File: config.mk
export PLATFORM = sky130hd
export DESIGN_NAME = vcrp_ram
export DESIGN_NICKNAME = d
export VERILOG_FILES = /design/src/rtl/vcrp_ram.sv
export SDC_FILE = /design/constraint.sdc
export NUM_CORES = 2
export LEC_CHECK = 0
export ABC_AREA = 1
export ABC_CLOCK_PERIOD_IN_PS = 6000
export BUFFER_PORTS_ARGS = -buffer_cell sky130_fd_sc_hd__buf_2
export CAP_MARGIN = 15
export CORE_ASPECT_RATIO = 1.25
export CORE_UTILIZATION = 50
export CTS_CLUSTER_DIAMETER = 100
export DETAILED_ROUTE_END_ITERATION = 12
export PLACE_DENSITY = 0.67
export SYNTH_ARGS = -nofsm -noshare
export SYNTH_HDL_FRONTEND = slang
export SYNTH_SLANG_ARGS = --single-unit
File: constraint.sdc
create_clock -name clk -period 6 [get_ports clk]
set_clock_uncertainty 0.05 [all_clocks]
set_input_delay 0.9 -clock clk [delete_from_list [all_inputs] [get_ports clk]]
set_output_delay 0.9 -clock clk [all_outputs]
set_load 0.01 [all_outputs]
File: src/rtl/vcrp_ram.sv
module vcrp_ram #(
  parameter int WIDTH = 8,
  parameter int DEPTH = 256
) (
  input  logic                     clk,
  input  logic                     en,
  input  logic                     we,
  input  logic [$clog2(DEPTH)-1:0] addr,
  input  logic [WIDTH-1:0]         wdata,
  output logic [WIDTH-1:0]         rdata
);

  logic [WIDTH-1:0] mem [DEPTH];

  always_ff @(posedge clk) begin
    if (en) begin
      if (we) begin
        mem[addr] <= wdata;
      end else begin
        rdata <= mem[addr];
      end
    end
  end

endmodule

==> results.json <==
{
  "multiInputGateArea_sq_um": 21200,
  "initial_core_util": 0.504,
  "fp.dieH_microns": 463,
  "clkSinkCount": 2056,
  "synthFlopType": "edfxtp_1",
  "num-nets-final": 7851,
  "vias_per_cell": 5.45,
  "design_area_sq_um": 92900,
  "postSynthRegisterBits": 2056,
  "syn_area_sq_um": 84800,
  "ctsHtreeMaxLevel": 4,
  "fmaxAchievable_ghz": 0.252,
  "syn_inst": 7960,
  "final.period_utilization": 0.662,
  "clk_path_buf_depth": 3,
  "cpMostUsedCell": "nand2_1",
  "cts_buffers": 184,
  "critPathKind": "in -> reg",
  "synth_most_common_cell": "nand2_1",
  "ios": 27,
  "ctsResizeCount": 0,
  "tightest_slew_ns": 1.21,
  "ys_seq_area_frac": 0.728,
  "hold_violations": 0,
  "wl_per_cell_microns": 21.4,
  "crit_fanout": 135,
  "cp-start-kind": "primary input",
  "gr-usage-all-layers": 0.254,
  "status": "finished clean",
  "fillers": 14062,
  "slowest_stage": "buf_8",
  "num_rows": 168,
  "route.detailed.drc": 0,
  "setup_ws_ns": 2.03,
  "worst_ep_required_time_ns": 6.52,
  "rsz0062_at_grt": "false",
  "synth_nets": 7979,
  "critical_path.reg2reg.startpoint": "mem[129][4]",
  "netlist.area_leader.share": 0.728,
  "placed_area_sq_um": 87000,
  "max_stage_delay_ns": 0.42,
  "path_cells": "buf_8 > inv_8 > buf_12 > buf_12 > nand2_1 > nand2_1 > nand2_1 > nand2_1 > nand2_1 > nand2_1 > o21ai_1 > nand2_1 > nor2_1 > nor2_1 > nor2_1 > nand2_1",
  "hold_path_class": "in -> reg",
  "drtPass1Iterations": 6,
  "grt_start_max_net_pins": 189,
  "p_per_area_nw_per_um2": 313,
  "crit_arrival_ns": 4.49,
  "hpwl_microns": 121000,
  "worstSkewPairLatency_ns": 0.83,
  "post_layout_nonfiller_instances": 10195,
  "synthArstFlopShare": 0,
  "clk_pin_slew_ns": 0.07,
  "drtIter0Drc": 6033,
  "final_max_slew_viol_count": 0,
  "dp_cells": 9856,
  "synthTopCellsByCount": "nand2_1 (4695), edfxtp_1 (2056), nor2_1 (345), nand3_1 (256), buf_2 (214)",
  "leakagePower_nw": 36.3,
  "area.sequential_sq_um": 61700,
  "core_area_sq_um": 168000,
  "grt_pass1_vias": 53844,
  "ys_types": 14,
  "overflow": 0,
  "drtAntennaViolNets": 0,
  "drv_cap": 0,
  "ys_warn_count": 0,
  "finalCriticalPeriod_ns": 3.97,
  "hp-start": "we",
  "antenna_found_initial": 5,
  "yosysTopAreaCell": "edfxtp_1",
  "end_kind": "flop",
  "crit_family": "simple AND/OR/NAND/NOR gates",
  "slew_headroom": 0.192,
  "grt_pass1_wl_microns": 328000,
  "place_congestion": 0.880,
  "cts_hold_buf": 0,
  "dp_slack_ns": 1.37,
  "root_buffer": "clkbuf_16",
  "vias": 55601,
  "drive_gt1_frac": 0.0476,
  "area_growth_pct": 9.46,
  "die_area_sq_um": 171000,
  "fin_util": 0.552,
  "ir_worst_vdd_uv": 245,
  "cts_tree": "yes",
  "finalSetupViolations": 0,
  "die_w_microns": 370,
  "postCtsSetupBuffers": 0,
  "routed_wl_microns": 218000,
  "synth_edf_count": 2056,
  "avgSynthCellArea_sq_um": 10.7,
  "crit_path_start": "addr[0]",
  "setup_tns_ns": 0,
  "port_buffers": 26,
  "cp_num_buf_inv": 4,
  "synthTopCellsByArea": "edfxtp_1 (73%), nand2_1 (21%), nor2_1 (1.5%), nand3_1 (1.5%), buf_2 (1.3%)"
}
worst register-to-register path: stages, from the launching register on:
cell	delay, ns
edfxtp_1	0.36
nand2_1	0.07
nand2_1	0.06
nand2_1	0.06
nand2_1	0.08
nand2_1	0.06
nand2_1	0.10
o21ai_1	0.24
nand2_1	0.23
nor2_1	0.26
nor2_1	0.17
nor2_1	0.41
nand2_1	0.11
layout make-up:
type,instances,share of cell area
Clock buffer,234,0.0532
Inverter,16,0.000916
Multi-Input combinational cell,5464,0.228
Tap cell,2210,0.0298
Timing Repair Buffer,110,0.0133
Sequential cell,2056,0.665
Clock inverter,102,0.00982
Antenna cell,3,0.0000808
state kept, by name (all words and copies together) (netlist names):
name	flops
mem	2048
rdata	8
cells in the final DEF (no fill, tap or decap), drive strengths merged:
cell type / Yosys / layout
nand2: 4695 / 4695
edfxtp: 2056 / 2056
nor2: 345 / 345
nand3: 256 / 256
clkbuf: 161 / 234
o21ai: 128 / 128
buf: 263 / 110
clkinv: 2 / 81
nand4: 40 / 40
inv: 14 / 18
bufinv: 0 / 15
clkinvlp: 0 / 4
diode: 0 / 3
per-layer routing:
metal / vias up / track usage / wire, microns / part of all wire
li1: 25995 / - / - / -
met5: - / 0 / 0 / 0
met3: 467 / 0.0374 / 17800 / 0.081
met4: 0 / 0.113 / 9410 / 0.043
met1: 26701 / 0.342 / 86700 / 0.40
met2: 2438 / 0.411 / 104000 / 0.48
through the flow:
step | hold slack [ns] | total power, mW
final | 0.462 | 29.0
after detailed placement | 0.920 | 17.8
after CTS | 0.404 | 29.1
after global routing | 0.444 | 29.8
after global placement | 0.923 | 17.7
after floorplan | 0.808 | 17.0
logic make-up after synthesis:
group | Yosys count | synth area share
buffers and inverters | 440 | 0.0236
AND/OR/NAND/NOR | 5336 | 0.241
AO/OA/AOI/OAI | 128 | 0.00755
flip-flops | 2056 | 0.728
path summary, 6_finish.rpt:
kind / endpoint / slack (ns) / cells after the start
worst max-delay path: rdata[4] / 2.03 / 16
worst min-delay path: rdata[7] / 0.46 / 2
worst max register to register: rdata[4] / 3.51 / 12
worst min register to register: rdata[3] / 0.94 / 10
report_power, final:
part	total (mW)	internal [mW]	switching, mW
clock network	11.6	6.46	5.12
registers	15.8	15.8	0.00795
logic	1.64	0.356	1.28
total	29.0	22.6	6.41
Note: power is estimated with default switching activity, not from simulation.
