## src/rtl/vcrp_clear.sv

```systemverilog
module vcrp_clear #(
  parameter int VRAM_ADDR_BITS = 14,
  parameter int OAM_DEPTH = 256
) (
  input  logic                      clk,
  input  logic                      rst,
  output logic                      busy,
  output logic                      oam_busy,
  output logic [VRAM_ADDR_BITS-1:0] cnt
);

  localparam logic [VRAM_ADDR_BITS:0] OAM_END = (VRAM_ADDR_BITS + 1)'(OAM_DEPTH);

  // sweep every vram entry once after reset, oam rides along in the first part
  always_ff @(posedge clk) begin
    if (rst) begin
      busy <= 1'b1;
      cnt  <= '0;
    end else if (busy) begin
      cnt <= cnt + 1'b1;
      if (&cnt) begin
        busy <= 1'b0;
      end
    end
  end

  assign oam_busy = busy && ({1'b0, cnt} < OAM_END);

endmodule

```

## config.mk

```make
export PLATFORM = sky130hd
export DESIGN_NAME = vcrp_clear
export DESIGN_NICKNAME = d
export VERILOG_FILES = /design/src/rtl/vcrp_clear.sv
export SDC_FILE = /design/constraint.sdc
export NUM_CORES = 1
export LEC_CHECK = 0
export BUFFER_PORTS_ARGS = -buffer_cell sky130_fd_sc_hd__buf_2
export CORE_UTILIZATION = 40
export DETAILED_ROUTE_END_ITERATION = 12
export PLACE_DENSITY_LB_ADDON = 0.08
export SETUP_SLACK_MARGIN = 0.05
export SLEW_MARGIN = 10
export SYNTH_ARGS = -nofsm -noshare
export SYNTH_HDL_FRONTEND = slang
export SYNTH_SLANG_ARGS = --single-unit
```

## constraint.sdc

```tcl
create_clock -name clk -period 3.95 [get_ports clk]
set_input_delay 0.1975 -clock clk [delete_from_list [all_inputs] [get_ports clk]]
set_output_delay 0.1975 -clock clk [all_outputs]
set_load 0.02 [all_outputs]
```

==> results of run 1 <==
kinds of logic after synthesis:
logic type	after synthesis	synth area share
compound gates	11	0.0941
xor+xnor	4	0.0497
fa+ha+maj	1	0.0178
buf+inv	6	0.0391
flops	15	0.426
mux	5	0.0781
simple gates	38	0.295
flip-flops by register name, indices dropped and copies added (netlist names):
signal / flops
cnt: 14
busy: 1
cell type report:
type | instances | area share
repair buffers | 17 | 0.104
clock buffers | 4 | 0.0322
inverters | 2 | 0.00920
multi-input cells | 59 | 0.462
well taps | 16 | 0.0245
flip-flops and latches | 15 | 0.368
where the power goes:
part / total, mW / internal (mW) / switching, mW / leakage, nW
logic: 0.0156 / 0.00553 / 0.0100 / 0.206
clock network: 0.0857 / 0.0392 / 0.0465 / 0.0150
registers: 0.157 / 0.154 / 0.00335 / 0.121
total: 0.258 / 0.198 / 0.0598 / 0.342
placed cells by master (no fill, tap or decap):
master and count:
a21oi_1 5, and3_1 1, buf_2 17, clkbuf_1 1, clkbuf_4 3, dfxtp_1 15
ha_1 1, inv_1 2, mux2_2 4, mux2i_1 1, nand2_1 4, nand2b_1 1
nand3_1 5, nand4_1 2, nand4_2 1, nor2_1 10, nor2b_1 4, nor4_1 5
o21ai_0 2, o31ai_1 3, o41ai_1 1, or3_1 1, or3_2 1, or4_1 3
xnor2_1 1, xor2_1 3
per-layer routing:
metal  share of wire  up-vias  global-route usage  routed length (µm)
li1                -      324                   -                   -
met1            0.52      280               0.236                 726
met2            0.42       15               0.236                 581
met3           0.043        2              0.0750                  59
met4           0.014        0              0.0909                  19
met5               0        -                   0                   0
worst max-delay path by stage:
stage / from / endpoint / slack (ns)
2_1_floorplan: cnt[0] / cnt[12] / 2.28
3_3_place_gp: cnt[0] / cnt[12] / 2.22
3_5_place_dp: cnt[0] / cnt[12] / 2.22
4_1_cts: cnt[0] / cnt[12] / 2.21
5_1_grt: cnt[0] / cnt[12] / 2.12
6_report: cnt[0] / cnt[12] / 2.20
per-stage QoR:
step	total power [mW]	instance area [µm²]	util
2_1_floorplan	0.172	704	-
3_3_place_gp	0.176	790	0.501
3_5_place_dp	0.177	790	0.501
4_1_cts	0.263	816	0.517
5_1_grt	0.277	816	0.517
6_report	0.258	816	0.517
worst register-to-register path, stage by stage, from the launching register on:
cell and delay, ns:
dfxtp_1 0.40, ha_1 0.24, nand3_1 0.21, nor4_1 0.42
mux2_2 0.37
==> impl_metrics.yaml, run 1 <==
drt:
  initialDrtViolationCount: 6
  routed_wl_um: 1390
  drc: 0
  vias: 621
  firstDrtPassIters: 6
  vias_per_cell: 5.50
  antenna_left: 0
  wl_per_cell_um: 12.3
critical_path:
  critPathKind: "flip-flop to flip-flop"
  cp_cell_sequence: "ha_1 > nand3_1 > nor4_1 > mux2_2"
  timing.rr.start: "cnt[0]"
  regToRegSetupSlack_ns: 2.20
  cp_top_family: "simple AND/OR/NAND/NOR gates"
  worst_r2r_endpoint: "cnt[12]"
  max_stage_delay_ns: 0.41
  crit_arrival_ns: 1.92
  worst-endpoint-required_ns: 4.12
  reg2reg_depth: 4
  cp_num_cells: 4
  cp_num_buf_inv: 0
  cp_max_fo: 6
  end_kind: "flip-flop"
  start_kind: "flip-flop"
  slowest_stage: "nor4_1"
layout:
  syn_to_final_growth_pct: 15.8
  multiInputGateArea_um2: 377
  fin_cells: 113
  final_nets: 101
  n_antenna_cell: 0
  layout-drive-gt1-share: 0.268
  seq_area_um2: 300
  fill_cells: 147
place:
  dpl.cell_count: 109
  hpwl_um: 932
  port_buffers: 17
  post-place-ws_ns: 2.22
  place_congestion: 0.743
global_route:
  grt_first_pass_wirelength_um: 2390
  grt_start_max_net_pins: 20
  antenna_found_initial: 0
  grt-ovfl-total: 0
  grt_pass1_vias: 535
  grtUsageTotal: 0.175
clock_network:
  cts_made_buffers: 3
  cts-root-buf: "clkbuf_4"
  postCtsHoldBufs: 0
  cts.path.max_buffers: 2
  cts_tree: "done"
  clk_transition_reported_paths_ns: 0.08
  clk_latency_ns: 0.28
  cts_num_sinks: 15
  post_cts_resized: 0
  cts_setup_buffers: 0
  h-tree-depth: 1
synth:
  ys_top_cells_by_area: "dfxtp_1, mux2_2, nor2_1, nor4_1, xor2_1"
  yosysTopAreaCellShare: 0.426
  synth-warning-count: 0
  ys_dominant_reg_cell: "dfxtp_1"
  syn_area_um2: 704
  synth_most_common_cell: "dfxtp_1"
  synth_edf_count: 0
  synth_common_cells: "dfxtp_1, nor2_1, a21oi_1, nand3_1, nor4_1"
  syn_nets: 83
  synth_seq_cells: 15
  yosysSeqAreaShare: 0.426
  synth_top_area_cell: "dfxtp_1"
  async_flop_share: 0
  syn_avg_cell_area_um2: 8.81
  synth_cell_types: 26
  syn_inst: 80
floorplanning:
  die_w_um: 44.0
  rows: 14
  initial_utilization: 0.447
  fp.dieH_um: 44.0
  die_area_um2: 1930
  core-area_um2: 1580
  num_io_pins: 18
worst_hold_path:
  hold_path_end: "cnt[3]"
  worstHoldStart: "rst"
  hold_path_class: "input pin to flip-flop"
  hold-path-cell-count: 2
sta:
  holdWs_ns: 0.285
  finalHoldViolCount: 0
  max_freq_mhz: 571
  fin_crit_sh: 0.443
  setup_viol: 0
  rsz0062_at_grt: "false"
  period_needed_ns: 1.75
  worst_pin_slew_ns: 0.393
  tns_ns: 0
  finClkSkew_ns: 0.00174
  worst_slack_ns: 2.20
  drv_slew: 0
  max-slew-margin-rel: 0.737
status:
  status: "completed"
run:
  cap_viol_max_count: 0
pwr:
  powerDensity_nw_per_um2: 317
  max-vdd-ir-drop_mv: 0.192
  p_leak_nw: 0.342
Power figures use the tool's default switching activity.
==> inputs of run 2 (changes only) <==
--- a/config.mk
+++ b/config.mk
@@ -5,6 +5,7 @@
 export SDC_FILE = /design/constraint.sdc
 export NUM_CORES = 1
 export LEC_CHECK = 0
+export ABC_AREA = 1
 export BUFFER_PORTS_ARGS = -buffer_cell sky130_fd_sc_hd__buf_2
 export CORE_UTILIZATION = 40
 export DETAILED_ROUTE_END_ITERATION = 12
==> constraint.sdc (replaced) <==
create_clock -name clk -period 1.4 [get_ports clk]
set_input_delay 0.07 -clock clk [delete_from_list [all_inputs] [get_ports clk]]
set_output_delay 0.07 -clock clk [all_outputs]
set_load 0.02 [all_outputs]
==> run 2 against run 1 <==
Against the previous run:
- the flow now finishes with violations (negative hold slack)
- critical endpoint is now oam_busy
- clock power grew to 2.9 times the previous value
- combinational power grew to 3.4 times the previous value
- routed wire length grew 19%
- core utilization grew 1.0 points
- first-iteration DRC count grew to 3.7 times the previous value
- die area grew 7.3%
- sequential share of layout area shrank 3.8 points
- critical path type is now flip-flop to primary output
==> impl_metrics.yaml, run 2 <==
drt:
  vias_per_cell: 4.90
  wl_per_cell_um: 10.2
  vias: 794
  antenna_left: 0
  firstDrtPassIters: 4
  initialDrtViolationCount: 22
  drc: 0
  routed_wl_um: 1660
sta:
  finalHoldViolCount: 1
  tns_ns: 0
  worst_pin_slew_ns: 0.330
  fin_crit_sh: 0.887
  finClkSkew_ns: 0.00410
  setup_viol: 0
  holdWs_ns: -0.000622
  rsz0062_at_grt: "true"
  period_needed_ns: 1.24
  worst_slack_ns: 0.158
  drv_slew: 0
  max-slew-margin-rel: 0.780
  max_freq_mhz: 805
synth:
  synth_seq_cells: 15
  syn_avg_cell_area_um2: 6.54
  yosysSeqAreaShare: 0.396
  synth_most_common_cell: "nand2_1"
  synth_top_area_cell: "dfxtp_1"
  syn_area_um2: 758
  synth_cell_types: 16
  async_flop_share: 0
  yosysTopAreaCellShare: 0.396
  ys_dominant_reg_cell: "dfxtp_1"
  syn_nets: 119
  synth-warning-count: 0
  ys_top_cells_by_area: "dfxtp_1, nand2_1, nor2_1, inv_1, a21oi_1"
  syn_inst: 116
  synth_common_cells: "nand2_1, nor2_1, dfxtp_1, inv_1"
  synth_edf_count: 0
layout:
  final_cell_mix: "nand2_1, nor2_1, buf_2"
  final_nets: 141
  reg_top3: "cnt: 14 flops, busy: 1 flops"
  max_flop_register: "cnt"
  syn_to_final_growth_pct: 21.5
  layout-drive-gt1-share: 0.241
  fin_cells: 162
  n_antenna_cell: 0
  layout_commonest_cell: "nand2_1"
  largest_reg_flops: 14
place:
  dpl.cell_count: 158
  place_congestion: 0.773
  post-place-ws_ns: 0.129
  port_buffers: 17
  hpwl_um: 1290
floorplanning:
  rows: 15
  die_area_um2: 2070
  core-area_um2: 1750
  die_w_um: 45.5
  initial_utilization: 0.434
  fp.dieH_um: 45.5
  num_io_pins: 18
clock_network:
  cts_tree: "done"
  cts_made_buffers: 3
  clk_transition_reported_paths_ns: 0.09
  cts_num_sinks: 15
  post_cts_resized: 0
  clk_latency_ns: 0.28
  cts_setup_buffers: 0
  postCtsHoldBufs: 0
  h-tree-depth: 1
  cts-root-buf: "clkbuf_4"
  cts.path.max_buffers: 2
global_route:
  grt_first_pass_wirelength_um: 2730
  antenna_found_initial: 0
  grt-ovfl-total: 0
  grt_pass1_vias: 667
  grt_start_max_net_pins: 12
  grtUsageTotal: 0.184
critical_path:
  reg2reg_depth: 6
  worst-endpoint-required_ns: 1.33
  cp_max_fo: 6
  end_kind: "primary output"
  crit_arrival_ns: 1.17
  critPathKind: "flip-flop to primary output"
  start_kind: "flip-flop"
pwr:
  max-vdd-ir-drop_mv: 0.428
  p_leak_nw: 0.428
  powerDensity_nw_per_um2: 808
  total_power_uw: 744
run:
  cap_viol_max_count: 0
status:
  status: "finished with violations"
  violations: "negative hold slack"
worst_hold_path:
  hold-path-cell-count: 2
  hold_path_class: "input pin to flip-flop"
## run 2: cell types whose count changed after synthesis, sizes merged, moves of 4 or more
cell / previous run / this run
nand2: 4 / 30
nor2: 10 / 27
mux2: 4 / 0
nor4: 5 / 1
inv: 2 / 13
nor2b: 4 / 0
## run 2: critical path, cell delays in order (launching register included)
cell and delay, ns:
dfxtp_1 0.38, inv_1 0.09, nand3_1 0.09, nor4_2 0.13, buf_2 0.20
## run 2: path summary, 6_finish.rpt
check	start	slack [ns]	to
worst min register to register	busy	0.53	busy
worst min-delay path	rst	-0.0006	cnt[10]
worst max register to register	cnt[1]	0.19	cnt[6]
worst max-delay path	cnt[8]	0.16	oam_busy
## run 2: report_power, final
part,total [mW],leakage [nW],switching [mW],internal (mW)
Sequential,0.441,0.122,0.00678,0.434
Combinational,0.0529,0.291,0.0339,0.0190
Clock,0.250,0.0150,0.139,0.111
Total,0.744,0.428,0.180,0.564
## run 2: layout make-up
class | instances | area (µm²)
Tap cell | 25 | 31.3
Inverter | 13 | 48.8
Fill cell | 180 | 825
Sequential cell | 15 | 304
Timing Repair Buffer | 19 | 100
Multi-Input combinational cell | 86 | 410
Clock buffer | 4 | 26.3
## run 2: cell families after synthesis
family / Yosys count / share of synthesized area
flops: 15 / 0.396
simple gates: 71 / 0.411
compound gates: 14 / 0.0990
buf+inv: 15 / 0.0776
fa+ha+maj: 1 / 0.0165
## run 2: per-layer routing
layer | vias to the layer above | global-route usage | wire length (µm)
li1 | 414 | - | -
met1 | 359 | 0.243 | 839
met2 | 19 | 0.280 | 738
met3 | 2 | 0.0397 | 62
met4 | 0 | 0.0909 | 15
met5 | - | 0 | 0
## run 2: metrics by stage
step | hold WS, ns | instance area [µm²] | util
after floorplan | 0.142 | 764 | -
after global placement | 0.312 | 886 | 0.508
after detailed placement | 0.304 | 886 | 0.508
after CTS | 0.00140 | 912 | 0.523
after global routing | 0.00381 | 921 | 0.528
final | -0.000622 | 921 | 0.528
