**config.mk**
```make
export PLATFORM = sky130hd
export DESIGN_NAME = vcrp_regs
export DESIGN_NICKNAME = d
export VERILOG_FILES = /design/src/rtl/vcrp_pkg.sv /design/src/rtl/vcrp_regs.sv
export SDC_FILE = /design/constraint.sdc
export NUM_CORES = 1
export LEC_CHECK = 0
export BUFFER_PORTS_ARGS = -buffer_cell sky130_fd_sc_hd__buf_2
export CORE_MARGIN = 2
export CORE_UTILIZATION = 45
export CTS_CLUSTER_SIZE = 24
export DETAILED_ROUTE_END_ITERATION = 7
export PLACE_DENSITY = 0.71
export SLEW_MARGIN = 25
export SYNTH_ARGS = -nofsm -noshare
export SYNTH_HDL_FRONTEND = slang
export SYNTH_SLANG_ARGS = --single-unit
```
**constraint.sdc**
```tcl
create_clock -name clk -period 4.6 [get_ports clk]
set_input_delay 0.92 -clock clk [delete_from_list [all_inputs] [get_ports clk]]
set_output_delay 0.92 -clock clk [all_outputs]
set_load 0.05 [all_outputs]
```
**src/rtl/vcrp_pkg.sv**
```systemverilog
package vcrp_pkg;

  // command codes
  localparam logic [2:0] CMD_READ    = 3'd0;
  localparam logic [2:0] CMD_WRITE   = 3'd1;
  localparam logic [2:0] CMD_VBL_SET = 3'd2;
  localparam logic [2:0] CMD_VBL_CLR = 3'd3;
  localparam logic [2:0] CMD_DMA     = 3'd4;

  // register selects
  localparam logic [2:0] SEL_CTRL     = 3'd0;
  localparam logic [2:0] SEL_MASK     = 3'd1;
  localparam logic [2:0] SEL_STATUS   = 3'd2;
  localparam logic [2:0] SEL_OAM_ADDR = 3'd3;
  localparam logic [2:0] SEL_OAM_DATA = 3'd4;
  localparam logic [2:0] SEL_SCROLL   = 3'd5;
  localparam logic [2:0] SEL_ADDR     = 3'd6;
  localparam logic [2:0] SEL_DATA     = 3'd7;

  localparam logic [15:0] PALETTE_BASE = 16'h3F00;
  localparam logic [15:0] STEP_ROW     = 16'd32;
  localparam logic [15:0] STEP_COL     = 16'd1;

  // where the read byte of an item comes from
  typedef enum logic [1:0] {
    SRC_FIXED = 2'd0,
    SRC_OAM   = 2'd1,
    SRC_BUF   = 2'd2,
    SRC_PAL   = 2'd3
  } src_t;

  typedef struct packed {
    logic       en;
    logic       we;
    logic [7:0] wdata;
  } mem_req_t;

  typedef struct packed {
    src_t       src;
    logic [7:0] value;
    logic       nmi;
  } resp_info_t;

endpackage

```
**src/rtl/vcrp_regs.sv**
```systemverilog
module vcrp_regs #(
  parameter int VRAM_ADDR_BITS = 14,
  parameter int OAM_DEPTH = 256
) (
  input  logic                         clk,
  input  logic                         rst,
  input  logic                         accept,
  input  logic [2:0]                   command,
  input  logic [2:0]                   reg_addr,
  input  logic [7:0]                   write_data,
  input  logic [7:0]                   dma_index,
  output vcrp_pkg::mem_req_t           vram_req,
  output logic [VRAM_ADDR_BITS-1:0]    vram_addr,
  output vcrp_pkg::mem_req_t           oam_req,
  output logic [$clog2(OAM_DEPTH)-1:0] oam_addr,
  output vcrp_pkg::resp_info_t         info
);

  localparam int OAM_AW = $clog2(OAM_DEPTH);

  logic        ctrl_nmi, ctrl_nmi_next;
  logic        ctrl_inc, ctrl_inc_next;
  logic        vblank, vblank_next;
  logic [7:0]  sprite_addr, sprite_addr_next;
  logic [15:0] v, v_next;
  logic [14:0] t, t_next;
  logic        toggle, toggle_next;
  logic [15:0] v_step;
  logic [7:0]  dma_sum;
  logic        palette;

  assign v_step    = ctrl_inc ? vcrp_pkg::STEP_ROW : vcrp_pkg::STEP_COL;
  assign dma_sum   = sprite_addr + dma_index;
  assign vram_addr = v[VRAM_ADDR_BITS-1:0];
  assign palette   = 16'(v[VRAM_ADDR_BITS-1:0]) >= vcrp_pkg::PALETTE_BASE;

  always_comb begin
    ctrl_nmi_next    = ctrl_nmi;
    ctrl_inc_next    = ctrl_inc;
    vblank_next      = vblank;
    sprite_addr_next = sprite_addr;
    v_next           = v;
    t_next           = t;
    toggle_next      = toggle;
    vram_req         = '{en: 1'b0, we: 1'b0, wdata: write_data};
    oam_req          = '{en: 1'b0, we: 1'b0, wdata: write_data};
    oam_addr         = sprite_addr[OAM_AW-1:0];
    info.src         = vcrp_pkg::SRC_FIXED;
    info.value       = 8'h00;
    if (accept) begin
      case (command)
        vcrp_pkg::CMD_READ: begin
          case (reg_addr)
            vcrp_pkg::SEL_STATUS: begin
              info.value  = {vblank, 7'b0};
              vblank_next = 1'b0;
              toggle_next = 1'b0;
            end
            vcrp_pkg::SEL_OAM_DATA: begin
              oam_req.en = 1'b1;
              info.src   = vcrp_pkg::SRC_OAM;
            end
            vcrp_pkg::SEL_DATA: begin
              vram_req.en = 1'b1;
              info.src    = palette ? vcrp_pkg::SRC_PAL : vcrp_pkg::SRC_BUF;
              v_next      = v + v_step;
            end
            default: ;
          endcase
        end
        vcrp_pkg::CMD_WRITE: begin
          case (reg_addr)
            vcrp_pkg::SEL_CTRL: begin
              ctrl_nmi_next = write_data[7];
              ctrl_inc_next = write_data[2];
              t_next[11:10] = write_data[1:0];
            end
            vcrp_pkg::SEL_OAM_ADDR: begin
              sprite_addr_next = write_data;
            end
            vcrp_pkg::SEL_OAM_DATA: begin
              oam_req.en       = 1'b1;
              oam_req.we       = 1'b1;
              sprite_addr_next = sprite_addr + 8'd1;
            end
            vcrp_pkg::SEL_SCROLL: begin
              if (!toggle) begin
                t_next[4:0] = write_data[7:3];
                toggle_next = 1'b1;
              end else begin
                t_next[14:12] = write_data[2:0];
                t_next[9:5]   = write_data[7:3];
                toggle_next   = 1'b0;
              end
            end
            vcrp_pkg::SEL_ADDR: begin
              if (!toggle) begin
                t_next[14:8] = {1'b0, write_data[5:0]};
                toggle_next  = 1'b1;
              end else begin
                t_next[7:0] = write_data;
                v_next      = {1'b0, t[14:8], write_data};
                toggle_next = 1'b0;
              end
            end
            vcrp_pkg::SEL_DATA: begin
              vram_req.en = 1'b1;
              vram_req.we = 1'b1;
              v_next      = v + v_step;
            end
            default: ;
          endcase
        end
        vcrp_pkg::CMD_VBL_SET: vblank_next = 1'b1;
        vcrp_pkg::CMD_VBL_CLR: vblank_next = 1'b0;
        vcrp_pkg::CMD_DMA: begin
          oam_req.en = 1'b1;
          oam_req.we = 1'b1;
          oam_addr   = dma_sum[OAM_AW-1:0];
        end
        default: ;
      endcase
    end
    info.nmi = ctrl_nmi_next;
  end

  always_ff @(posedge clk) begin
    if (rst) begin
      ctrl_nmi    <= 1'b0;
      ctrl_inc    <= 1'b0;
      vblank      <= 1'b0;
      sprite_addr <= '0;
      v           <= '0;
      t           <= '0;
      toggle      <= 1'b0;
    end else begin
      ctrl_nmi    <= ctrl_nmi_next;
      ctrl_inc    <= ctrl_inc_next;
      vblank      <= vblank_next;
      sprite_addr <= sprite_addr_next;
      v           <= v_next;
      t           <= t_next;
      toggle      <= toggle_next;
    end
  end

endmodule

```
==> impl_metrics.csv <==
group,metric,value,unit
run_status,status,"completed",
logic_synthesis,async_flop_share,0,
timing,drv_slew,0,
detailed_routing,drt_iter0_drc,256,
hold_path,hold_path.class,"reg -> reg",
cells_and_area,fin_nets,420,
global_routing,grt_pass1_wl,11500,um
detailed_routing,via_per_inst,5.93,
detailed_routing,met2WireLength,3020,um
timing,setup_viol,0,
logic_synthesis,synth_cells,342,
power,p_leak,1.24,nW
timing,max_slew_margin,0.393,
clock_tree,clkLatencyLatePin,290,ps
global_routing,grt_max_degree,34,
worst_setup_path,required,3680,ps
cells_and_area,final_cell_area,0.00294,mm2
global_routing,grt_usage,0.225,
logic_synthesis,syn_area,0.00262,mm2
global_routing,grt_pass1_vias,2296,
detailed_routing,dr_wl_met3,557,um
power,p_per_area,246,mW/mm2
logic_synthesis,ys_types,61,
job,drv_cap,0,
logic_synthesis,synthFlopType,"dfxtp_1",
timing,period_share,0.802,
clock_tree,postCtsResizedCells,0,
cells_and_area,diodes,0,
worst_setup_path,crit_type,"in -> out",
worst_setup_path,cp_max_fo,3,
cells_and_area,layout-drive-gt1-share,0.237,
logic_synthesis,yosysWarnings,0,
worst_setup_path,cpMostUsedCell,"buf_2",
timing,rsz0062_at_grt,"no",
logic_synthesis,ys_seq_area_frac,0.245,
place,hpwl,5000,um
detailed_routing,drc,0,
die,io_pins,78,
detailed_routing,met1Wirelength,3270,um
worst_setup_path,slowest_delay,510,ps
clock_tree,path_clk_slew,70,ps
logic_synthesis,synth_area_per_cell,7.65,um2
place,post_dp_cell_area,0.00281,mm2
clock_tree,clk_path_buf_depth,2,
detailed_routing,drtPass1Iterations,5,
worst_setup_path,r2r-start,"ctrl_inc$_SDFFE_PP0P_",
timing,period_minus_slack,3690,ps
power,ir_drop,195,uV
worst_setup_path,crit_path_start,"dma_index[0]",
timing,tightest_slew,910,ps
global_routing,antenna_found_initial,0,
clock_tree,holdBufCountCts,0,
detailed_routing,postRouteAntennaNets,0,
detailed_routing,route.top_layer_used,"met4",
die,die_area,0.00644,mm2
cells_and_area,syn2layout_area_growth,12.5,%
die,std_cell_rows,27,
clock_tree,post_cts_buffers,0,
worst_setup_path,crit_chain,"buf_2 -> ha_1 -> inv_1 -> fa_1 -> nor2b_1 -> o21ai_0 -> a21boi_0 -> or4_1 -> nand3_1 -> buf_2",
die,die_w,80.3,um
die,start_util,0.470,
power,power,0.726,mW
logic_synthesis,synth_top_cell_by_area,"dfxtp_1",
detailed_routing,vias,2703,
global_routing,grt-ovfl-total,0,
timing,fmax,271,MHz
logic_synthesis,synth-edff-count,0,
logic_synthesis,synth_top_area_share,0.245,
clock_tree,cts_num_sinks,32,
timing,final_hold_viol_count,0,
logic_synthesis,ys_ff_latch,32,
logic_synthesis,synth.area.top_cells,"dfxtp_1 (24%), buf_4 (6.9%), ha_1 (5.3%)",
cells_and_area,utilization,0.528,
clock_tree,cts-root-buf,"clkbuf_8",
clock_tree,htree_levels,2,
worst_setup_path,cp-start-kind,"input pin",
place,numPortBuffers,70,
hold_path,holdCritStartpoint,"vblank$_SDFFE_PP0P_",
worst_setup_path,cp_data_arrival_time,2770,ps
detailed_routing,wl_per_cell,15.3,um
timing,fin_skew,8.06,ps
clock_tree,cts_tree,"yes",
die,core_region_area,0.00557,mm2
worst_setup_path,slowest_stage,"or4_1",
die,die_y,80.3,um
place,globalplace.congestion,0.863,
clock_tree,numCtsBuffers,5,
timing,finalSetupTns,0,ps
worst_setup_path,crit_path_end_kind,"output port",
detailed_routing,wirelength,6970,um
power breakdown:
group / total, mW / internal (mW) / switching [mW]
registers: 0.282 / 0.279 / 0.00303
clock network: 0.305 / 0.191 / 0.113
logic: 0.138 / 0.0345 / 0.104
total: 0.726 / 0.505 / 0.220
cell usage after synthesis, types with 2 or more instances:
cell and number:
a31oi_1 4, buf_4 24, nor2b_1 2, nor2_1 28, dfxtp_1 32, a211oi_1 8
nand2_1 36, ha_1 11, mux2_2 2, buf_6 2, a21o_2 2, nand2b_1 4
o221ai_1 3, and3_1 7, a21oi_1 15, nor3_1 10, o21ai_0 25, buf_2 7
mux2i_1 11, nor3b_1 7, or3_1 2, and2_1 4, a311oi_1 3, o21a_1 2
xor2_1 5, clkbuf_1 9, xnor2_1 4, nor4_1 2, or4_1 2, inv_1 11
and4_1 3, nand3_1 10, o311ai_1 2, a32o_1 4, nand3b_1 3, nand4_1 6
o41ai_1 4, o22ai_1 3
critical path: cells and delay by family:
kind	cells	cell delay (ps)
AND/OR/NAND/NOR	3	670
AO/OA/AOI/OAI	2	360
adder cells (fa/ha/maj)	2	390
buffers and inverters	3	430
through the flow:
step                      hold slack (ps)  setup WS (ps)  std cells
after detailed placement              476            936        448
after CTS                             500            914        456
after global placement                482            976        448
after floorplan                       446            713        348
final                                 496            909        456
after global routing                  531            810        456
routing by layer:
layer,global-route usage,vias up
met5,0,-
met4,0.0593,0
met3,0.0371,12
met2,0.351,137
met1,0.321,1253
li1,-,1301
final cells by class:
class	count	area (um2)
Fill cell	551	2630
Sequential cell	32	641
Timing Repair Buffer	71	358
Clock inverter	1	30.0
Multi-Input combinational cell	262	1690
Clock buffer	7	96.3
Inverter	11	41.3
Tap cell	72	90.1
cell usage in the layout (no fill, tap or decap), drive strengths merged, types with 8 or more instances in the layout:
cell	n
nor2	28
nand3	10
buf	71
a211oi	8
mux2i	11
nor3	11
o21ai	25
nand2	36
a21oi	16
dfxtp	32
inv	11
ha	11
path summary, 6_finish.rpt:
path	slack [ps]	cells past startpoint	endpoint
min	500	2	vblank$_SDFFE_PP0P_
max	910	10	oam_addr[6]
min reg2reg	500	2	vblank$_SDFFE_PP0P_
max reg2reg	2620	8	v[8]$_SDFFE_PP0P_
sequential cells by signal, indices dropped and copies added (netlist names):
signal       flops
ctrl_inc         1
ctrl_nmi         1
sprite_addr      8
t                6
toggle           1
v               14
vblank           1
cell families (layout without fill, tap and decap cells):
group                    count (synthesis)  after routing  share of synthesized area
AND/OR/NAND/NOR                        136            136                      0.274
XOR/XNOR                                 9              9                     0.0301
multiplexers                            14             14                     0.0550
buffers and inverters                   54             90                      0.121
flip-flops                              32             32                      0.245
adder cells (fa/ha/maj)                 12             12                     0.0602
AO/OA/AOI/OAI                           84             84                      0.213
other                                    1              7                    0.00143
No activity file was read; power rests on OpenSTA's default activity.
