`config.mk`:
```
export PLATFORM = sky130hd
export DESIGN_NAME = vcrp_resp
export DESIGN_NICKNAME = d
export VERILOG_FILES = /design/src/rtl/vcrp_pkg.sv /design/src/rtl/vcrp_resp.sv
export SDC_FILE = /design/constraint.sdc
export NUM_CORES = 1
export LEC_CHECK = 0
export ABC_AREA = 1
export BUFFER_PORTS_ARGS = -buffer_cell sky130_fd_sc_hd__buf_2
export CORE_MARGIN = 8
export CORE_UTILIZATION = 38
export DETAILED_ROUTE_END_ITERATION = 16
export GPL_TIMING_DRIVEN = 0
export PLACE_DENSITY = 0.69
export SYNTH_ARGS = -nofsm -noshare
export SYNTH_HDL_FRONTEND = slang
export SYNTH_SLANG_ARGS = --single-unit
```
`constraint.sdc`:
```
create_clock -name clk -period 2 [get_ports clk]
set_input_delay 0.1 -clock clk [delete_from_list [all_inputs] [get_ports clk]]
set_output_delay 0.1 -clock clk [all_outputs]
set_load 0.01 [all_outputs]
```
`src/rtl/vcrp_pkg.sv`:
```
package vcrp_pkg;

  // command codes
  localparam logic [2:0] CMD_READ    = 3'd0;
  localparam logic [2:0] CMD_WRITE   = 3'd1;
  localparam logic [2:0] CMD_VBL_SET = 3'd2;
  localparam logic [2:0] CMD_VBL_CLR = 3'd3;
  localparam logic [2:0] CMD_DMA     = 3'd4;

  // register selects
  localparam logic [2:0] SEL_CTRL     = 3'd0;
  localparam logic [2:0] SEL_MASK     = 3'd1;
  localparam logic [2:0] SEL_STATUS   = 3'd2;
  localparam logic [2:0] SEL_OAM_ADDR = 3'd3;
  localparam logic [2:0] SEL_OAM_DATA = 3'd4;
  localparam logic [2:0] SEL_SCROLL   = 3'd5;
  localparam logic [2:0] SEL_ADDR     = 3'd6;
  localparam logic [2:0] SEL_DATA     = 3'd7;

  localparam logic [15:0] PALETTE_BASE = 16'h3F00;
  localparam logic [15:0] STEP_ROW     = 16'd32;
  localparam logic [15:0] STEP_COL     = 16'd1;

  // where the read byte of an item comes from
  typedef enum logic [1:0] {
    SRC_FIXED = 2'd0,
    SRC_OAM   = 2'd1,
    SRC_BUF   = 2'd2,
    SRC_PAL   = 2'd3
  } src_t;

  typedef struct packed {
    logic       en;
    logic       we;
    logic [7:0] wdata;
  } mem_req_t;

  typedef struct packed {
    src_t       src;
    logic [7:0] value;
    logic       nmi;
  } resp_info_t;

endpackage

```
`src/rtl/vcrp_resp.sv`:
```
module vcrp_resp (
  input  logic                 clk,
  input  logic                 rst,
  input  logic                 accept,
  input  vcrp_pkg::resp_info_t info,
  input  logic [7:0]           vram_rdata,
  input  logic [7:0]           oam_rdata,
  input  logic                 out_stall,
  output logic                 out_valid,
  output logic [7:0]           read_data,
  output logic                 nmi_enable,
  output logic                 hold
);

  logic                 b_valid;
  vcrp_pkg::resp_info_t b_info;
  logic                 b_move;
  logic [7:0]           read_buffer;
  logic [7:0]           b_data;

  assign b_move = b_valid && (!out_valid || !out_stall);
  assign hold   = b_valid && !b_move;

  always_comb begin
    case (b_info.src)
      vcrp_pkg::SRC_OAM: b_data = oam_rdata;
      vcrp_pkg::SRC_BUF: b_data = read_buffer;
      vcrp_pkg::SRC_PAL: b_data = vram_rdata;
      default:           b_data = b_info.value;
    endcase
  end

  always_ff @(posedge clk) begin
    if (accept) begin
      b_info <= info;
    end
    if (b_move) begin
      read_data  <= b_data;
      nmi_enable <= b_info.nmi;
    end
  end

  always_ff @(posedge clk) begin
    if (rst) begin
      b_valid     <= 1'b0;
      out_valid   <= 1'b0;
      read_buffer <= '0;
    end else begin
      b_valid <= accept || hold;
      if (b_move) begin
        out_valid <= 1'b1;
      end else if (!out_stall) begin
        out_valid <= 1'b0;
      end
      // vram data reads refill the buffer, palette ones too
      if (b_move && (b_info.src inside {vcrp_pkg::SRC_BUF, vcrp_pkg::SRC_PAL})) begin
        read_buffer <= vram_rdata;
      end
    end
  end

endmodule

```
==> out/qor.txt, run 1 <==
Outcome -> completed
I/O pins -> 42
CTS tree -> built
Critical path startpoint -> b_valid
Clock Power Share -> 26.7%
CP Class -> reg2reg
Multi-input gate area -> 384.1 µm²
WP buf/inv -> 2
Final WL -> 3227 µm
Worst hold start -> oam_rdata[6]
Critical Path Sink Type -> flip-flop
FF-to-FF Start -> b_valid
Critical path's largest stage delay -> 0.70 ns
Share of the clock period used by the worst path -> 85.57%
P_sw -> 0.0003258 W
Iter 0 DRT Violations -> 64
Worst-path clk slew -> 0.09 ns
Final #Nets -> 239
# rows -> 21
RSZ-0062 raised after global routing -> false
Synthesis warning total -> 0
Resize count post-CTS -> 0
CORE AREA -> 3363 µm²
CTS buffer count -> 5
Die Span Y -> 75.52 µm
Synth unique cells -> 14
Crit path max fanout -> 10
Critical Path RT -> 1.95 ns
Reg power frac -> 57.9%
Post-Syn Nets -> 179
Seq cells post-synth -> 30
DRC -> 0
CP delay by family, top -> simple AND/OR/NAND/NOR gates
Slew Limit Fails -> 0
Maximum clock frequency -> 0.5843 GHz
Sequential Area -> 800.8 µm²
Number of global-route vias before repair -> 1200
Fin util -> 52.94%
Worst Tran Pin Value -> 0.9108 ns
Worst VDD drop -> 357.9 µV
Antenna Nets Post-Route -> 0
Slowest-stage cell, CP -> nor2_1
Fill cells -> 340
Die Area -> 5703 µm²
Num Clock Sinks -> 30
Design area -> 1780 µm²
Die W -> 75.52 µm
H-tree levels -> 2
Starting Density -> 40.03%
P per Cell Area -> 706.0 nW/µm²
Gate power share -> 15.4%
Overall Power -> 0.001257 W
DR pass1 iterations -> 4
Arrival @ worst endpoint -> 1.66 ns
Sequential area share after synthesis -> 59.48%
Layout area overhead -> 32.25%
Mapped Area -> 1346 µm²
Post-synthesis area per instance -> 9.097 µm²
Clock buffer depth -> 2
Hold Violations, Final -> 0
GRT Util Overall -> 12.39%
IO buf count -> 41
Hold Path Class -> in2reg
Cell Int Power -> 0.0009313 W
# setup viols final -> 0
Ant. Diodes -> 0
Share of layout cells above drive strength 1 -> 28.23%
Crit-path cells -> buf_4 -> inv_1 -> nor2_1
Fin Clk Skew -> 0.01027 ns
RePlAce Congestion -> 0.8319
Minimum clock period -> 1.711 ns
Largest net degree at the start of global routing -> 13
Sw frac -> 25.91%
Setup total negative slack -> 0 ns
Startpoint Class -> flip-flop
DP Area -> 1609 µm²
Max-capacitance violation count -> 0
Initial antenna violation count -> 0
Via/cell ratio -> 4.537
First-pass GRT wire length -> 5126 µm
Clock latency on the worst-skew pair -> 0.33 ns
Hold buffers post-CTS -> 12
Cells after synthesis -> 148
Static leakage -> 0.8435 nW
Vias -> 1157
Slew headroom -> 39.06%
Root buf cell -> clkbuf_4
Detailed Place HPWL -> 2361 µm
GRT overflow -> 0
Post-CTS Setup Repair Bufs -> 0
Wire per inst -> 12.65 µm
==> worst reg2reg max path, stage by stage (launching register included) <==
cell and delay (ns):
dfxtp_1 0.38, buf_4 0.19, inv_1 0.07, nor2_1 0.70
==> metal layers <==
metal,global-route usage [%],vias to the layer above,wire length (µm)
met1,12.46,511,1301
met2,21.48,41,1556
met4,5.330,0,75
li1,-,596,-
met5,0,-,0
met3,5.789,9,293
==> sequential cells by signal (all words and copies together), names as in the netlist <==
register     count
read_buffer      8
b_info          11
nmi_enable       1
b_valid          1
out_valid        1
read_data        8
==> stage by stage <==
stage                     cells  hold WS, ns  worst slack, ns
final                       255      0.05206           0.2885
after global routing        255      0.07125           0.2509
after CTS                   255      0.03248           0.3218
after detailed placement    235       0.2781           0.3423
after global placement      235       0.2772           0.3662
after floorplan             148       0.1691           0.5899
==> power groups by stage <==
stage	clock, W	sequential (W)	combinational [W]
6_report	0.000336	0.000728	0.000193
3_3_place_gp	0	0.000741	0.000171
2_1_floorplan	0	0.000747	0.0000960
3_5_place_dp	0	0.000742	0.000175
5_1_grt	0.000372	0.000732	0.000217
4_1_cts	0.000350	0.000728	0.000194
==> synth_stat cells <==
cell | number | area, µm²
inv_1 | 28 | 105.1
nand3_1 | 8 | 40.04
inv_2 | 4 | 15.01
nand2_1 | 43 | 161.4
buf_6 | 3 | 33.78
nand3_4 | 1 | 17.52
a21oi_1 | 2 | 10.01
edfxtp_1 | 20 | 600.6
dfxtp_1 | 10 | 200.2
buf_4 | 1 | 7.510
nor2_2 | 1 | 6.260
nor2_4 | 1 | 11.26
nand4_1 | 16 | 100.1
nor2_1 | 10 | 37.54
==> kinds of logic after synthesis <==
kind of cell,Yosys count,share of synthesized area [%]
simple gates,80,27.79
flops,30,59.48
buf+inv,36,11.99
compound gates,2,0.7435
==> cell type report <==
class / count / area share (%)
Inverter: 32 / 6.746
Buffer: 4 / 2.319
Clock inverter: 2 / 0.5622
Multi-Input combinational cell: 82 / 21.57
Tap cell: 46 / 3.233
Clock buffer: 6 / 2.319
Sequential cell: 30 / 44.98
Timing Repair Buffer: 53 / 18.27
==> worst paths after layout <==
path                                     end  slack [ns]  depth (start not counted)
worst max-delay path            read_data[5]        0.29                          3
worst min-delay path            read_data[6]        0.05                          3
worst max register to register  read_data[5]        0.29                          3
worst min register to register    nmi_enable        0.44                          0
==> layout by cell type (no fill, tap or decap) <==
cell           synthesis  layout
inv_1                 28      28
a21oi_1                2       2
nor2_1                10      10
dfxtp_1               10      10
nand2_1               43      43
nand4_1               16      16
nor2_2                 1       1
nor2_4                 1       1
buf_6                  3       3
clkbuf_4               0       5
inv_2                  4       4
clkinv_2               0       2
buf_4                  1       1
buf_2                  0      41
nand3_1                8       8
edfxtp_1              20      20
dlygate4sd3_1          0      12
clkbuf_1               0       1
nand3_4                1       1
Power figures use the tool's default switching activity.
==> run 2, diff against run 1 <==
--- a/config.mk
+++ b/config.mk
@@ -7,8 +7,9 @@
 export LEC_CHECK = 0
 export ABC_AREA = 1
 export BUFFER_PORTS_ARGS = -buffer_cell sky130_fd_sc_hd__buf_2
-export CORE_MARGIN = 8
+export CORE_MARGIN = 2
 export CORE_UTILIZATION = 38
+export CTS_BUF_LIST = sky130_fd_sc_hd__clkbuf_2 sky130_fd_sc_hd__clkbuf_4 sky130_fd_sc_hd__clkbuf_8
 export DETAILED_ROUTE_END_ITERATION = 16
 export GPL_TIMING_DRIVEN = 0
 export PLACE_DENSITY = 0.69
==> out/qor.txt, run 2 (synthesis results as in run 1) <==
Number of global-route vias before repair -> 1096 (was 1200)
Die Span Y -> 63.52 µm (was 75.52 µm)
Slew Limit Fails -> 0 (unchanged)
RSZ-0062 raised after global routing -> false (unchanged)
RePlAce Congestion -> 0.8120 (was 0.8319)
Clock latency on the worst-skew pair -> 0.33 ns (about the same)
Arrival @ worst endpoint -> 1.62 ns (was 1.66 ns)
Fill cells -> 335 (was 340)
First-pass GRT wire length -> 4643 µm (was 5126 µm)
Via/cell ratio -> 4.478 (was 4.537)
Commonest non-fill, non-tap cell in the layout -> nand2_1 (unchanged)
CTS tree -> built (unchanged)
Clock buffer depth -> 2 (unchanged)
Overall Power -> 0.001268 W (was 0.001257 W)
Max-capacitance violation count -> 0 (unchanged)
Slowest-stage cell, CP -> nor2_1 (unchanged)
Most frequent cells in the layout -> 43 x nand2_1, 41 x buf_2, 28 x inv_1, 20 x edfxtp_1, 16 x nand4_1 (unchanged)
Crit-path cells -> buf_4 -> inv_1 -> nor2_1 (unchanged)
Critical Path Sink Type -> flip-flop (unchanged)
Setup total negative slack -> 0 ns (unchanged)
Worst-path clk slew -> 0.09 ns (about the same)
Worst Tran Pin Value -> 0.8390 ns (was 0.9108 ns)
Wire per inst -> 10.80 µm (was 12.65 µm)
Hold Path Class -> in2reg (unchanged)
Final #Nets -> 239 (unchanged)
Minimum clock period -> 1.650 ns (was 1.711 ns)
Iter 0 DRT Violations -> 35 (was 64)
Most flops, register -> b_info (unchanged)
Share of layout cells above drive strength 1 -> 28.23% (unchanged)
Place WS -> 0.3536 ns (was 0.3423 ns)
DR pass1 iterations -> 4 (unchanged)
IO buf count -> 41 (unchanged)
Starting Density -> 40.03% (unchanged)
Ant. Diodes -> 0 (unchanged)
Outcome -> completed (unchanged)
# setup viols final -> 0 (unchanged)
Critical Path RT -> 1.96 ns (was 1.95 ns)
Multi-input gate area -> 384.1 µm² (unchanged)
Hold endpoint -> read_data[5] (was read_data[6])
Critical path's largest stage delay -> 0.65 ns (was 0.70 ns)
Initial antenna violation count -> 0 (unchanged)
Die W -> 63.52 µm (was 75.52 µm)
CP Class -> reg2reg (unchanged)
# rows -> 21 (unchanged)
WP buf/inv -> 2 (unchanged)
Setup WS post-layout -> 0.3496 ns (was 0.2885 ns)
H-tree levels -> 2 (unchanged)
Largest register FFs -> 11 (unchanged)
FF-to-FF Start -> b_valid (unchanged)
I/O pins -> 42 (unchanged)
Layout area overhead -> 32.43% (was 32.25%)
Sequential Area -> 800.8 µm² (unchanged)
Crit path max fanout -> 10 (unchanged)
Startpoint Class -> flip-flop (unchanged)
Num Clock Sinks -> 30 (unchanged)
Largest net degree at the start of global routing -> 13 (unchanged)
GRT Util Overall -> 15.31% (was 12.39%)
P per Cell Area -> 711.0 nW/µm² (was 706.0 nW/µm²)
R2r setup slk -> 0.35 ns (was 0.29 ns)
Detailed Place HPWL -> 2041 µm (was 2361 µm)
Maximum clock frequency -> 0.6059 GHz (was 0.5843 GHz)
CP delay by family, top -> simple AND/OR/NAND/NOR gates (unchanged)
Share of the clock period used by the worst path -> 82.52% (was 85.57%)
Slew headroom -> 43.86% (was 39.06%)
Final Instance Count excl. Fillers -> 255 (unchanged)
R2R Path End -> read_data[6] (was read_data[5])
FF-to-FF path depth -> 3 (unchanged)
GRT overflow -> 0 (unchanged)
Die Area -> 4035 µm² (was 5703 µm²)
CTS buffer count -> 5 (unchanged)
Hold Violations, Final -> 0 (unchanged)
DRC -> 0 (unchanged)
Placed Cells -> 235 (unchanged)
Worst hold start -> oam_rdata[5] (was oam_rdata[6])
Worst VDD drop -> 456.8 µV (was 357.9 µV)
Fin util -> 53.01% (was 52.94%)
Root buf cell -> clkbuf_4 (unchanged)
Static leakage -> 0.8446 nW (was 0.8435 nW)
Final WL -> 2754 µm (was 3227 µm)
Fin Clk Skew -> 0.003189 ns (was 0.01027 ns)
Vias -> 1142 (was 1157)
CORE AREA -> 3363 µm² (unchanged)
Hold depth -> 3 (unchanged)
Registers with the highest flip-flop counts -> b_info x11, read_buffer x8, read_data x8 (unchanged)
Antenna Nets Post-Route -> 0 (unchanged)
run 2: cell counts in the layout (fill, tap and decap cells not counted):
Identical to the previous run, type by type.
run 2: worst reg2reg max path: cells and delay by family (launching register included):
kind	cells	cell delay (ns)
and+or+nand+nor	1	0.65
buffers and inverters	2	0.25
DFF	1	0.39
run 2: worst max-delay path by stage:
stage               from  slack, ns  cells past startpoint            to
2_1_floorplan  out_valid       0.59                      4    nmi_enable
3_3_place_gp   out_valid       0.36                      4    nmi_enable
3_5_place_dp   out_valid       0.35                      4    nmi_enable
4_1_cts        out_valid       0.34                      4  read_data[6]
5_1_grt        out_valid       0.23                      4  read_data[6]
6_report         b_valid       0.35                      3  read_data[6]
run 2: stage by stage:
| step | hold WS [ns] | cell area (µm²) |
|---|---|---|
| after floorplan | 0.1691 | 1346 |
| after global placement | 0.2769 | 1609 |
| after detailed placement | 0.2781 | 1609 |
| after CTS | 0.03401 | 1783 |
| after global routing | 0.04535 | 1783 |
| final | 0.04115 | 1783 |
run 2: final cells by class:
type	instances	area share [%]
flip-flops and latches	30	44.91
multi-input cells	82	21.54
repair buffers	53	18.25
inverters	32	6.737
well taps	46	3.228
clock buffers	6	2.526
plain buffers	4	2.316
clock inverters	2	0.4912
run 2: routing by layer:
metal / part of all wire (%) / vias to the layer above / wire, µm / GRT usage (%)
li1: - / 595 / - / -
met1: 43 / 501 / 1179 / 18.43
met2: 48 / 38 / 1327 / 24.47
met3: 6.5 / 8 / 179 / 4.643
met4: 2.4 / 0 / 67 / 8.152
met5: 0 / - / 0 / 0
run 2: repair_timing:
item,in CTS,in global routing
setup buffers,0,0
hold endpoints to repair,13,0
resized for setup,0,0
hold buffers,12,0
run 2: where the power goes:
| group | switching (W) | internal, W |
|---|---|---|
| clock network | 0.000205 | 0.000145 |
| logic | 0.000103 | 0.0000866 |
| registers | 0.0000164 | 0.000711 |
| total | 0.000325 | 0.000943 |
==> run 3, diff against run 2 <==
--- a/config.mk
+++ b/config.mk
@@ -5,14 +5,14 @@
 export SDC_FILE = /design/constraint.sdc
 export NUM_CORES = 1
 export LEC_CHECK = 0
-export ABC_AREA = 1
+export ABC_AREA = 0
 export BUFFER_PORTS_ARGS = -buffer_cell sky130_fd_sc_hd__buf_2
 export CORE_MARGIN = 2
 export CORE_UTILIZATION = 38
 export CTS_BUF_LIST = sky130_fd_sc_hd__clkbuf_2 sky130_fd_sc_hd__clkbuf_4 sky130_fd_sc_hd__clkbuf_8
 export DETAILED_ROUTE_END_ITERATION = 16
 export GPL_TIMING_DRIVEN = 0
-export PLACE_DENSITY = 0.69
+export PLACE_DENSITY = 0.72
 export SYNTH_ARGS = -nofsm -noshare
 export SYNTH_HDL_FRONTEND = slang
 export SYNTH_SLANG_ARGS = --single-unit
==> constraint.sdc (replaced) <==
create_clock -name clk -period 1.3 [get_ports clk]
set_input_delay 0.065 -clock clk [delete_from_list [all_inputs] [get_ports clk]]
set_output_delay 0.065 -clock clk [all_outputs]
set_load 0.01 [all_outputs]
==> out/qor.txt, run 3 <==
P per Cell Area -> 1113 nW/µm² (was 711.0 nW/µm²)
Slew headroom -> 79.39% (was 43.86%)
Registers with the highest flip-flop counts -> b_info x11, read_buffer x8, read_data x8 (unchanged)
Post-Syn Nets -> 104 (was 179)
Post-synthesis area per instance -> 17.17 µm² (was 9.097 µm²)
Place WS -> -0.02468 ns (was 0.3536 ns)
Maximum clock frequency -> 0.7598 GHz (was 0.6059 GHz)
Largest net degree at the start of global routing -> 19 (was 13)
Crit-path cells -> buf_6 -> mux4_2 (was buf_4 -> inv_1 -> nor2_1)
CP delay by family, top -> multiplexers (was simple AND/OR/NAND/NOR gates)
Synth top area cells -> edfxtp_1 48%, dfxtp_1 16%, mux4_2 14%, a21bo_2 5.6%, a21oi_2 5.6% (was edfxtp_1 45%, dfxtp_1 15%, nand2_1 12%, inv_1 7.8%, nand4_1 7.4%)
Fin Clk Skew -> 0.007227 ns (was 0.003189 ns)
Worst Tran Pin Value -> 0.3091 ns (was 0.8390 ns)
# setup viols final -> 7 (was 0)
Max-capacitance violation count -> 0 (unchanged)
Cells after synthesis -> 73 (was 148)
Crit path max fanout -> 8 (was 10)
Starting Density -> 40.40% (was 40.03%)
DP Area -> 1509 µm² (was 1609 µm²)
Final WL -> 2618 µm (was 2754 µm)
Startpoint Class -> flip-flop (unchanged)
Ant. Diodes -> 0 (unchanged)
Slew Limit Fails -> 0 (unchanged)
Initial antenna violation count -> 0 (unchanged)
Wire per inst -> 14.15 µm (was 10.80 µm)
RSZ-0062 raised after global routing -> true (was false)
Commonest non-fill, non-tap cell in the layout -> buf_2 (was nand2_1)
Post-synth EDFFs -> 20 (unchanged)
Seq cells post-synth -> 30 (unchanged)
H-tree levels -> 2 (unchanged)
CP Class -> reg2reg (unchanged)
Hold_ws -> 0.01295 ns (was 0.04115 ns)
CTS buffer count -> 5 (unchanged)
Most frequent cells in the layout -> 41 x buf_2, 20 x edfxtp_1, 17 x dlygate4sd3_1, 10 x dfxtp_1 (was 43 x nand2_1, 41 x buf_2, 28 x inv_1, 20 x edfxtp_1, 16 x nand4_1)
Main synth FF type -> edfxtp_1 (unchanged)
Number of global-route vias before repair -> 903 (was 1096)
First-pass GRT wire length -> 4015 µm (was 4643 µm)
Hold Violations, Final -> 0 (unchanged)
Share of layout cells above drive strength 1 -> 57.45% (was 28.23%)
Antenna Nets Post-Route -> 0 (unchanged)
Top cell type by total area after synthesis -> edfxtp_1 (unchanged)
Mapped Area -> 1254 µm² (was 1346 µm²)
Overall Power -> 0.001969 W (was 0.001268 W)
Root buf cell -> clkbuf_4 (unchanged)
DRC -> 0 (unchanged)
Via/cell ratio -> 4.724 (was 4.478)
GRT overflow -> 0 (unchanged)
DR pass1 iterations -> 4 (unchanged)
Die W -> 61.44 µm (was 63.52 µm)
Num Clock Sinks -> 30 (unchanged)
Sequential area share after synthesis -> 63.87% (was 59.48%)
Detailed Place HPWL -> 1637 µm (was 2041 µm)
Layout area overhead -> 41.02% (was 32.43%)
Worst VDD drop -> 492.9 µV (was 456.8 µV)
Slowest-stage cell, CP -> mux4_2 (was nor2_1)
Static leakage -> 0.7041 nW (was 0.8446 nW)
Critical Path Sink Type -> flip-flop (unchanged)
Synth unique cells -> 14 (unchanged)
Synthesis warning total -> 0 (unchanged)
WP buf/inv -> 1 (was 2)
Critical path's largest stage delay -> 0.51 ns (was 0.65 ns)
Clock latency on the worst-skew pair -> 0.33 ns (about the same)
CTS tree -> built (unchanged)
Iter 0 DRT Violations -> 16 (was 35)
Arrival @ worst endpoint -> 1.38 ns (was 1.62 ns)
Critical Path RT -> 1.36 ns (was 1.96 ns)
Minimum clock period -> 1.316 ns (was 1.650 ns)
CORE AREA -> 3103 µm² (was 3363 µm²)
Sequential Area -> 800.8 µm² (unchanged)
Die Span Y -> 61.44 µm (was 63.52 µm)
Most flops, register -> b_info (unchanged)
Failing checks -> setup timing
Synth top cells by count -> 20 x edfxtp_1, 10 x dfxtp_1, 8 x a21oi_2, 8 x mux4_2, 8 x nand3_1 (was 43 x nand2_1, 28 x inv_1, 20 x edfxtp_1)
Largest register FFs -> 11 (unchanged)
IO buf count -> 40 (was 41)
Worst-path clk slew -> 0.09 ns (about the same)
FFs w/ async S/R, synth -> 0% (unchanged)
Multi-input gate area -> 412.9 µm² (was 384.1 µm²)
Fill cells -> 281 (was 335)
Most frequent cell after synthesis -> edfxtp_1 (was nand2_1)
Outcome -> complete, but fails checks (was completed)
Clock buffer depth -> 2 (unchanged)
GRT Util Overall -> 15.82% (was 15.31%)
Vias -> 874 (was 1142)
RePlAce Congestion -> 0.6878 (was 0.8120)
Design area -> 1768 µm² (was 1783 µm²)
Setup WS post-layout -> -0.01612 ns (was 0.3496 ns)
Share of the clock period used by the worst path -> 101.2% (was 82.52%)
Top cell type's share of synthesized area -> 47.90% (was 44.61%)
Die Area -> 3775 µm² (was 4035 µm²)
I/O pins -> 42 (unchanged)
# rows -> 20 (was 21)
Hold Path Class -> in2reg (unchanged)
Final #Nets -> 171 (was 239)
==> run 3: layout make-up <==
cell class                      count  share of cell area, %
Clock buffer                        8                  3.397
Timing Repair Buffer               60                  22.22
Sequential cell                    30                  45.29
Tap cell                           44                  3.114
Multi-Input combinational cell     38                  23.35
Buffer                              5                  2.619
==> run 3: timing repair <==
| action | in CTS | in global routing |
|---|---|---|
| setup endpoints to repair | 8 | 22 |
| buffers inserted | 0 | 3 |
| hold buffers | 16 | 1 |
| endpoints found under the hold margin | 16 | 1 |
| gates resized for setup | 2 | 0 |
==> run 3: power by group <==
group          internal [W]  switching [W]  leakage [nW]  total [W]
sequential          0.00109      0.0000235         0.274    0.00111
clock              0.000278       0.000295        0.0368   0.000573
combinational      0.000170       0.000116         0.393   0.000286
total               0.00153       0.000435         0.704    0.00197
==> run 3: cells by family (layout without fill, tap and decap cells) <==
logic type             Yosys count  in the layout  share of synthesized area [%]
flip-flops                      30             30                          63.87
buffers and inverters            5             73                          3.194
AND/OR/NAND/NOR                 12             12                          4.691
multiplexers                     8              8                          14.37
AO/OA/AOI/OAI                   18             18                          13.87
==> run 3: path summary, 6_finish.rpt <==
check             cells past startpoint           from  slack, ns             end
hold reg to reg                       0      b_info[0]       0.43      nmi_enable
setup reg to reg                      2      b_info[9]      -0.02    read_data[0]
hold / removal                        3  vram_rdata[2]       0.01  read_buffer[2]
setup / recovery                      2      b_info[9]      -0.02    read_data[0]
==> run 3: worst register-to-register path: cells and delay by family, from the launching register on <==
family | cells | cell delay (ns)
muxes | 1 | 0.51
buffers and inverters | 1 | 0.17
DFF | 1 | 0.37
==> run 3: per-layer routing <==
metal | wire length [µm] | global-route usage (%)
met4 | 77 | 10.94
met1 | 1072 | 17.79
met2 | 1354 | 25.53
met5 | 0 | 0
met3 | 114 | 5.042
==> run 3: through the flow <==
| stage | std cells | TNS (ns) | util, % |
|---|---|---|---|
| 2_1_floorplan | 73 | 0 | - |
| 3_3_place_gp | 157 | 0 | 48.63 |
| 3_5_place_dp | 157 | -0.09504 | 48.63 |
| 4_1_cts | 181 | -0.005149 | 55.93 |
| 5_1_grt | 185 | -0.4674 | 56.98 |
| 6_report | 185 | -0.03400 | 56.98 |
